## config.mk

```make
export PLATFORM = sky130hd
export DESIGN_NAME = lif_neuron_with_delay_ring_core_flat
export DESIGN_NICKNAME = d
export VERILOG_FILES = /design/src/hdl/lifdr_pkg.sv /design/src/hdl/lifdr_tick_if.sv /design/src/hdl/lifdr_result_if.sv /design/src/hdl/lifdr_cfg_if.sv /design/src/hdl/lif_neuron_with_delay_ring_core.sv /design/src/flat_wrapper.sv
export SDC_FILE = /design/constraint.sdc
export NUM_CORES = 2
export LEC_CHECK = 0
export ABC_AREA = 1
export BUFFER_PORTS_ARGS = -buffer_cell sky130_fd_sc_hd__buf_2
export CAP_MARGIN = 20
export CORE_ASPECT_RATIO = 0.9
export CORE_MARGIN = 2
export CORE_UTILIZATION = 55
export DETAILED_ROUTE_END_ITERATION = 12
export GPL_TIMING_DRIVEN = 0
export PLACE_DENSITY = 0.82
export SETUP_SLACK_MARGIN = 0.3
export SLEW_MARGIN = 20
export SYNTH_ARGS = -nofsm -noshare
export SYNTH_HDL_FRONTEND = slang
export SYNTH_SLANG_ARGS = --single-unit
```

## constraint.sdc

```tcl
create_clock -name clk -period 13.5 [get_ports clk]
set_input_delay 0.675 -clock clk [delete_from_list [all_inputs] [get_ports clk]]
set_output_delay 0.675 -clock clk [all_outputs]
set_load 0.01 [all_outputs]
```

## src/hdl/lifdr_pkg.sv

```systemverilog
package lifdr_pkg;

  localparam int POT_W     = 24;
  localparam int CUR_W     = 16;
  localparam int FACTOR_W  = 16;
  localparam int REFR_W    = 8;
  localparam int DELAY_W   = 4;
  localparam int CFG_IDX_W = 3;
  localparam int CFG_DAT_W = 24;

  typedef logic signed [POT_W-1:0] pot_t;
  typedef logic signed [CUR_W-1:0] cur_t;

  // Configuration register indexes.
  typedef enum logic [CFG_IDX_W-1:0] {
    REG_DECAY_FACTOR     = 3'd0,
    REG_DRIVE_GAIN       = 3'd1,
    REG_FIRE_THRESHOLD   = 3'd2,
    REG_RESET_POTENTIAL  = 3'd3,
    REG_REFRACTORY_TICKS = 3'd4,
    REG_DELAY_TICKS      = 3'd5,
    REG_SYNAPTIC_WEIGHT  = 3'd6,
    REG_INTEGRATE_ENABLE = 3'd7
  } reg_idx_t;

  localparam logic [FACTOR_W-1:0] DECAY_FACTOR_RST     = 16'd64881;
  localparam logic [FACTOR_W-1:0] DRIVE_GAIN_RST       = 16'd668;
  localparam pot_t                FIRE_THRESHOLD_RST   = -24'sd14336;
  localparam pot_t                RESET_POTENTIAL_RST  = -24'sd17920;
  localparam logic [REFR_W-1:0]   REFRACTORY_TICKS_RST = 8'd4;
  localparam logic [DELAY_W-1:0]  DELAY_TICKS_RST      = 4'd15;
  localparam pot_t                SYNAPTIC_WEIGHT_RST  = 24'sd26;

  localparam pot_t POT_MAX = 24'sh7FFFFF;
  localparam pot_t POT_MIN = 24'sh800000;

  // Clamp a 25-bit sum to the 24-bit potential range.
  function automatic pot_t sat_pot(input logic signed [POT_W:0] v);
    pot_t r;
    if (v[POT_W] != v[POT_W-1]) begin
      r = v[POT_W] ? POT_MIN : POT_MAX;
    end else begin
      r = v[POT_W-1:0];
    end
    return r;
  endfunction

endpackage

```

## src/hdl/lifdr_tick_if.sv

```systemverilog
interface lifdr_tick_if import lifdr_pkg::*; ();
  logic valid;
  logic ready;
  cur_t input_current;
  logic presyn_spike;

  modport source (output valid, output input_current, output presyn_spike, input ready);
  modport sink   (input valid, input input_current, input presyn_spike, output ready);
endinterface

```

## src/hdl/lifdr_result_if.sv

```systemverilog
interface lifdr_result_if import lifdr_pkg::*; ();
  logic valid;
  logic ready;
  logic spike_out;
  pot_t membrane_potential;

  modport source (output valid, output spike_out, output membrane_potential, input ready);
  modport sink   (input valid, input spike_out, input membrane_potential, output ready);
endinterface

```

## src/hdl/lifdr_cfg_if.sv

```systemverilog
interface lifdr_cfg_if import lifdr_pkg::*; ();
  logic                 valid;
  logic                 ready;
  logic [CFG_IDX_W-1:0] index;
  logic [CFG_DAT_W-1:0] data;

  modport source (output valid, output index, output data, input ready);
  modport sink   (input valid, input index, input data, output ready);
endinterface

```

## src/hdl/lif_neuron_with_delay_ring_core.sv

```systemverilog
// Leaky integrate-and-fire neuron with a synaptic delay ring.
// A request is captured in the input register, and its result in the result register.
// Throughput: one request per cycle unless results stall; each tick's multiply-add on
// the potential and the read of the current ring slot fit in the single compute stage.
// Reset (rst, synchronous): configuration returns to its defaults, the potential to
// the default reset potential, counters and pointer to zero; ring slots read as zero.
module lif_neuron_with_delay_ring_core import lifdr_pkg::*; #(
  parameter int RING_DEPTH = 16
) (
  input  logic              clk,
  input  logic              rst,
  lifdr_tick_if.sink        tick,
  lifdr_result_if.source    result,
  lifdr_cfg_if.sink         cfg
);

  localparam int PTR_W = (RING_DEPTH > 1) ? $clog2(RING_DEPTH) : 1;

  // Configuration registers.
  logic [FACTOR_W-1:0] decay_factor;
  logic [FACTOR_W-1:0] drive_gain;
  pot_t                fire_threshold;
  pot_t                reset_potential;
  logic [REFR_W-1:0]   refractory_ticks;
  logic [DELAY_W-1:0]  delay_ticks;
  pot_t                synaptic_weight;
  logic                integrate_enable;

  // Neuron state.
  pot_t                  potential;
  logic [REFR_W-1:0]     refr_cnt;
  logic [PTR_W-1:0]      ptr;
  logic [RING_DEPTH-1:0] slot_valid;
  pot_t                  slot_mem [RING_DEPTH];
  pot_t                  slot_rd;
  logic                  byp_hit;

  // Input register and result register.
  logic s1_valid;
  cur_t cur_q;
  logic pre_q;
  logic out_valid;
  logic out_spike;
  pot_t out_pot;

  logic s1_adv;
  logic proc;

  assign cfg.ready    = 1'b1;
  assign s1_adv       = !out_valid || result.ready;
  assign proc         = s1_valid && s1_adv;
  assign tick.ready   = !s1_valid || s1_adv;

  assign result.valid              = out_valid;
  assign result.spike_out          = out_spike;
  assign result.membrane_potential = out_pot;

  always_ff @(posedge clk) begin
    if (rst) begin
      decay_factor     <= DECAY_FACTOR_RST;
      drive_gain       <= DRIVE_GAIN_RST;
      fire_threshold   <= FIRE_THRESHOLD_RST;
      reset_potential  <= RESET_POTENTIAL_RST;
      refractory_ticks <= REFRACTORY_TICKS_RST;
      delay_ticks      <= DELAY_TICKS_RST;
      synaptic_weight  <= SYNAPTIC_WEIGHT_RST;
      integrate_enable <= 1'b1;
    end else if (cfg.valid) begin
      case (reg_idx_t'(cfg.index))
        REG_DECAY_FACTOR:     decay_factor     <= cfg.data[FACTOR_W-1:0];
        REG_DRIVE_GAIN:       drive_gain       <= cfg.data[FACTOR_W-1:0];
        REG_FIRE_THRESHOLD:   fire_threshold   <= cfg.data[POT_W-1:0];
        REG_RESET_POTENTIAL:  reset_potential  <= cfg.data[POT_W-1:0];
        REG_REFRACTORY_TICKS: refractory_ticks <= cfg.data[REFR_W-1:0];
        REG_DELAY_TICKS:      delay_ticks      <= cfg.data[DELAY_W-1:0];
        REG_SYNAPTIC_WEIGHT:  synaptic_weight  <= cfg.data[POT_W-1:0];
        REG_INTEGRATE_ENABLE: integrate_enable <= cfg.data[0];
        default: ;
      endcase
    end
  end

  // Target slot of a presynaptic spike: delay reduced modulo the ring depth,
  // then one compare-subtract on the sum with the pointer.
  logic [PTR_W-1:0] delay_mod;
  logic [PTR_W:0]   tgt_sum;
  logic [PTR_W-1:0] tgt;
  logic [PTR_W-1:0] ptr_inc;

  always_comb begin
    delay_mod = '0;
    for (int i = 0; i < (1 << DELAY_W); i++) begin
      if (delay_ticks == DELAY_W'(i)) begin
        delay_mod = PTR_W'(i % RING_DEPTH);
      end
    end
  end

  assign tgt_sum = {1'b0, ptr} + {1'b0, delay_mod};
  assign tgt     = (tgt_sum >= (PTR_W+1)'(RING_DEPTH)) ?
                   PTR_W'(tgt_sum - (PTR_W+1)'(RING_DEPTH)) : tgt_sum[PTR_W-1:0];
  assign ptr_inc = (ptr == PTR_W'(RING_DEPTH - 1)) ? '0 : ptr + 1'b1;

  // Tick computation.
  logic                     fired;
  pot_t                     base_pot;
  logic [REFR_W-1:0]        rc_eff;
  logic                     hold;
  logic signed [40:0]       leak_prod;
  logic signed [32:0]       drive_prod;
  pot_t                     leak;
  logic signed [CUR_W-1:0]  drive;
  pot_t                     integ_pot;
  pot_t                     slot_val;
  pot_t                     pot_next;
  logic [REFR_W-1:0]        refr_next;

  assign fired    = potential > fire_threshold;
  assign base_pot = fired ? reset_potential : potential;
  assign rc_eff   = fired ? '0 : refr_cnt;
  assign hold     = rc_eff < refractory_ticks;

  assign leak_prod  = base_pot * $signed({1'b0, decay_factor});
  assign drive_prod = cur_q * $signed({1'b0, drive_gain});
  assign leak       = leak_prod[39:16];
  assign drive      = drive_prod[31:16];

  assign integ_pot = integrate_enable ?
                     sat_pot({leak[POT_W-1], leak} + (POT_W+1)'(drive)) : base_pot;

  // A spike written this tick with a delay that wraps to zero lands in the current slot.
  always_comb begin
    if (pre_q && (tgt == ptr)) begin
      slot_val = synaptic_weight;
    end else if (slot_valid[ptr]) begin
      slot_val = byp_hit ? synaptic_weight : slot_rd;
    end else begin
      slot_val = '0;
    end
  end

  assign pot_next  = hold ? reset_potential :
                     sat_pot({integ_pot[POT_W-1], integ_pot} +
                             {slot_val[POT_W-1], slot_val});
  assign refr_next = (rc_eff == '1) ? rc_eff : rc_eff + 1'b1;

  // Ring memory: one write port, read of the slot the pointer will stand on next.
  logic [PTR_W-1:0] rd_addr;
  logic             wr_en;

  assign rd_addr = proc ? ptr_inc : ptr;
  assign wr_en   = proc && pre_q;

  always_ff @(posedge clk) begin
    if (wr_en) begin
      slot_mem[tgt] <= synaptic_weight;
    end
    slot_rd <= slot_mem[rd_addr];
    byp_hit <= wr_en && (tgt == rd_addr);
  end

  always_ff @(posedge clk) begin
    if (rst) begin
      potential  <= RESET_POTENTIAL_RST;
      refr_cnt   <= '0;
      ptr        <= '0;
      slot_valid <= '0;
    end else if (proc) begin
      potential <= pot_next;
      refr_cnt  <= refr_next;
      ptr       <= ptr_inc;
      if (pre_q) begin
        slot_valid[tgt] <= 1'b1;
      end
      // Consuming the current slot takes priority over a write to it.
      if (!hold) begin
        slot_valid[ptr] <= 1'b0;
      end
    end
  end

  always_ff @(posedge clk) begin
    if (rst) begin
      s1_valid  <= 1'b0;
      out_valid <= 1'b0;
    end else begin
      if (tick.valid && tick.ready) begin
        s1_valid <= 1'b1;
      end else if (proc) begin
        s1_valid <= 1'b0;
      end
      if (s1_adv) begin
        out_valid <= s1_valid;
      end
    end
  end

  always_ff @(posedge clk) begin
    if (tick.valid && tick.ready) begin
      cur_q <= tick.input_current;
      pre_q <= tick.presyn_spike;
    end
    if (proc) begin
      out_spike <= fired;
      out_pot   <= pot_next;
    end
  end

  // The pointer moves only when a tick is processed.
  a_ptr_stable: assert property (@(posedge clk) disable iff (rst)
    $past(!rst && !proc) |-> $stable(ptr))
    else $error("ring pointer moved without a processed tick");

  // A consumed slot is empty afterwards, even if a spike was written to it.
  a_slot_cleared: assert property (@(posedge clk) disable iff (rst)
    $past(!rst && proc && !hold) |-> !slot_valid[$past(ptr)])
    else $error("consumed ring slot still valid");

  // During the refractory hold the potential sits at the reset potential.
  a_hold_pot: assert property (@(posedge clk) disable iff (rst)
    $past(!rst && proc && hold) |-> (potential == $past(reset_potential)))
    else $error("potential not held during refractory period");

endmodule

```

## src/flat_wrapper.sv

```systemverilog
// flat-port wrapper written by rule: the top's interface ports become plain ports
module lif_neuron_with_delay_ring_core_flat import lifdr_pkg::*;
#(
  parameter int RING_DEPTH = 16
)
  (clk, rst, tick_valid, tick_input_current, tick_presyn_spike, tick_ready, result_valid, result_spike_out, result_membrane_potential, result_ready, cfg_valid, cfg_index, cfg_data, cfg_ready);
  lifdr_tick_if tick_i ();
  lifdr_result_if result_i ();
  lifdr_cfg_if cfg_i ();
  input  logic clk;
  input  logic rst;
  input wire logic [$bits(tick_i.valid)-1:0] tick_valid;
  input wire logic [$bits(tick_i.input_current)-1:0] tick_input_current;
  input wire logic [$bits(tick_i.presyn_spike)-1:0] tick_presyn_spike;
  output wire logic [$bits(tick_i.ready)-1:0] tick_ready;
  output wire logic [$bits(result_i.valid)-1:0] result_valid;
  output wire logic [$bits(result_i.spike_out)-1:0] result_spike_out;
  output wire logic [$bits(result_i.membrane_potential)-1:0] result_membrane_potential;
  input wire logic [$bits(result_i.ready)-1:0] result_ready;
  input wire logic [$bits(cfg_i.valid)-1:0] cfg_valid;
  input wire logic [$bits(cfg_i.index)-1:0] cfg_index;
  input wire logic [$bits(cfg_i.data)-1:0] cfg_data;
  output wire logic [$bits(cfg_i.ready)-1:0] cfg_ready;
  assign tick_i.valid = tick_valid;
  assign tick_i.input_current = tick_input_current;
  assign tick_i.presyn_spike = tick_presyn_spike;
  assign tick_ready = tick_i.ready;
  assign result_valid = result_i.valid;
  assign result_spike_out = result_i.spike_out;
  assign result_membrane_potential = result_i.membrane_potential;
  assign result_i.ready = result_ready;
  assign cfg_i.valid = cfg_valid;
  assign cfg_i.index = cfg_index;
  assign cfg_i.data = cfg_data;
  assign cfg_ready = cfg_i.ready;
  lif_neuron_with_delay_ring_core #(.RING_DEPTH(RING_DEPTH)) u_core (.clk(clk), .rst(rst), .tick(tick_i), .result(result_i), .cfg(cfg_i));
endmodule
```

==> reports/results.ini <==
[final_layout]
final_cell_mix=inv_1 (1189), nand2_1 (1018), fa_1 (563), edfxtp_1 (426), nor2_1 (368)
final_area_sq_mm=0.0559
layout_commonest_cell=inv_1
synthToLayoutAreaGrowth_pct=9.95
drive_above_1_share_pct=6.78
post-route-util_pct=61.2
fin_nets=6821

[min_path]
holdPathEnd=u_core.cur_q[12]
whs_path_depth=1
min-delay-start=tick_input_current[12]
hold_path_class=in -> reg

[setup_path]
worstRegToRegCells=60
critPathLaunchType=flip-flop
worst_path_largest_cell_delay_ns=0.65
worstPathRequired_ns=14.02
slowest_stage=o21ai_2
cp_max_fo=10
crit_top_cell=inv_1
arrival_ns=13.25
crit_type=reg -> reg
rrSetupSlack_ns=0.77
r2r_start=u_core.potential[15]
end_kind=flip-flop
rr_endpoint=u_core.result.membrane_potential[9]

[logic_synthesis]
synth_top_area_share_pct=25.2
async_reset_ff_share_pct=0
synth_edf_count=426
yosysSeqAreaShare_pct=32.9
synth-main-ff-cell=edfxtp_1
yosys.area.top_type=edfxtp_1
synth_area_leaders=edfxtp_1 (25%), fa_1 (22%), inv_1 (8.8%), dfxtp_1 (7.7%), nand2_1 (7.5%)
synthesis.nets=6648
synth_area_per_cell_sq_um=8.86
ys_ff_latch=622
synth_area_sq_mm=0.0508
yosys_warnings=0
synthCells=5736
ys_types=53

[floorplan]
die_area_sq_mm=0.0948
die_h_microns=292
rows=105
dieWidth_microns=324
core_sq_mm=0.0913
initial_core_util_pct=55.6
io_pins=77

[sta]
finClkSkew_ns=0.0578
setup_ws_ns=0.774
setup_tns_ns=0
min_period_over_period_pct=94.3
hold_viol_final=0
relSlewSlack_pct=33.2
setup_viol=0
fmax_mhz=78.6
period_needed_ns=12.73
worst_pin_slew_ns=1.00
slew_violations=0
rsz0062_at_grt=no

[place]
io_buffers=73
place_ws_ns=-0.464
place_congestion=1.01
dpl_cell_area_sq_mm=0.0532
dp_hpwl_microns=121000

[clocking]
path_clk_slew_ns=0.08
cts_made_buffers=59
clkLatencyLatePin_ns=0.67
cts-root-buf=clkbuf_16
htreeDepth=2
cts_sinks=622
cts.path.max_buffers=3
cts_tree=built

[detailed_routing]
drt.antenna.violating_nets=0
wire_per_inst_microns=22.1
drc=0
drt_iter0_markers=5762
wl_microns=159000
viasPerCell=5.84
via_count=42000
dr.pass1.iters=8

[grt]
grt-ovfl-total=0
grt_max_degree=35
grt_antenna_before_repair=20
grt_pass1_vias=41700
grt_pass1_wl_microns=242000
grt.total_usage_pct=33.3

[job]
drv_cap=0

[outcome]
status=finished, final reports clean

per-layer routing:
layer / routed length, microns / part of all wire (%) / vias to the layer above / global-route usage, %
met5: 187 / 0.12 / - / 0
met4: 9030 / 5.7 / 26 / 14.7
met3: 21200 / 13 / 604 / 8.48
met2: 69900 / 44 / 2824 / 51.9
met1: 58600 / 37 / 20100 / 44.2
li1: - / - / 18400 / -
Yosys cell counts (all sizes together), types with 19 or more instances:
cell / n
xor2: 67
ha: 297
dfxtp: 196
o31ai: 20
edfxtp: 426
buf: 63
inv: 1205
nor2: 392
xnor2: 43
nand2: 1020
fa: 566
a31oi: 24
a21oi: 321
or2: 28
clkbuf: 199
o211ai: 130
o21ai: 364
nand3: 236
mux2i: 19
through the flow:
stage,std cells,hold WS (ns)
6_report,7197,0.178
5_1_grt,7193,0.184
4_1_cts,7167,0.176
3_5_place_dp,7055,0.456
3_3_place_gp,7039,0.445
2_1_floorplan,5736,0.427
state kept, by name (all words and copies together) (netlist names):
| signal | flops |
|---|---|
| u_core.fire_threshold | 24 |
| u_core.synaptic_weight | 24 |
| u_core.refr_cnt | 8 |
| u_core.result.valid | 1 |
| u_core.decay_factor | 16 |
| u_core.ptr | 4 |
| u_core.drive_gain | 16 |
| u_core.delay_ticks | 4 |
| u_core.s1_valid | 1 |
| u_core.refractory_ticks | 8 |
| u_core.pre_q | 1 |
| u_core.potential | 24 |
| u_core.result.membrane_potential | 24 |
| u_core.slot_rd | 24 |
| u_core.reset_potential | 24 |
| u_core.result.spike_out | 1 |
| u_core.integrate_enable | 1 |
| u_core.slot_mem | 384 |
| u_core.cur_q | 16 |
| u_core.slot_valid | 16 |
| u_core.byp_hit | 1 |
critical path: cells and delay by family, from the launching register on:
kind	cells	cell delay [ns]
simple gates	19	2.65
fa+ha+maj	11	4.37
flops	1	0.37
buf+inv	13	1.71
xor+xnor	3	0.59
compound gates	14	2.88
worst max-delay path by stage:
| stage | slack (ns) | to | from | depth (start not counted) |
|---|---|---|---|---|
| 2_1_floorplan | 2.75 | u_core.result.membrane_potential[13] | u_core.fire_threshold[23] | 65 |
| 3_3_place_gp | -0.37 | u_core.result.membrane_potential[9] | u_core.potential[15] | 60 |
| 3_5_place_dp | -0.46 | u_core.result.membrane_potential[9] | u_core.potential[15] | 60 |
| 4_1_cts | 0.40 | u_core.result.membrane_potential[6] | u_core.potential[15] | 54 |
| 5_1_grt | 0.27 | u_core.result.membrane_potential[9] | u_core.potential[15] | 62 |
| 6_report | 0.77 | u_core.result.membrane_potential[9] | u_core.potential[15] | 60 |
final cells by class:
class,count,area [sq um]
Multi-Input combinational cell,3639,28900
Inverter,1213,4570
Buffer,262,1120
Fill cell,7432,35400
Clock buffer,72,1600
Sequential cell,622,16700
Timing Repair Buffer,112,936
Antenna cell,7,17.5
Clock inverter,40,435
Tap cell,1230,1540
timing repair:
action,in CTS,in global routing
hold buffers,0,0
gates resized for setup,25,94
setup buffers,0,23
pin swaps,0,14
setup endpoints to repair,48,48
cells by family after synthesis:
family,Yosys count,share of synthesized area [%]
compound gates,914,10.3
xor+xnor,110,1.91
fa+ha+maj,863,29.6
buf+inv,1475,11.1
flops,622,32.9
mux,19,0.374
other cells,1,0.00738
simple gates,1732,13.8
Power is left out: the tool's default activity adds up to more than one toggle a clock period on the data nets, which glitch-free logic cannot reach.
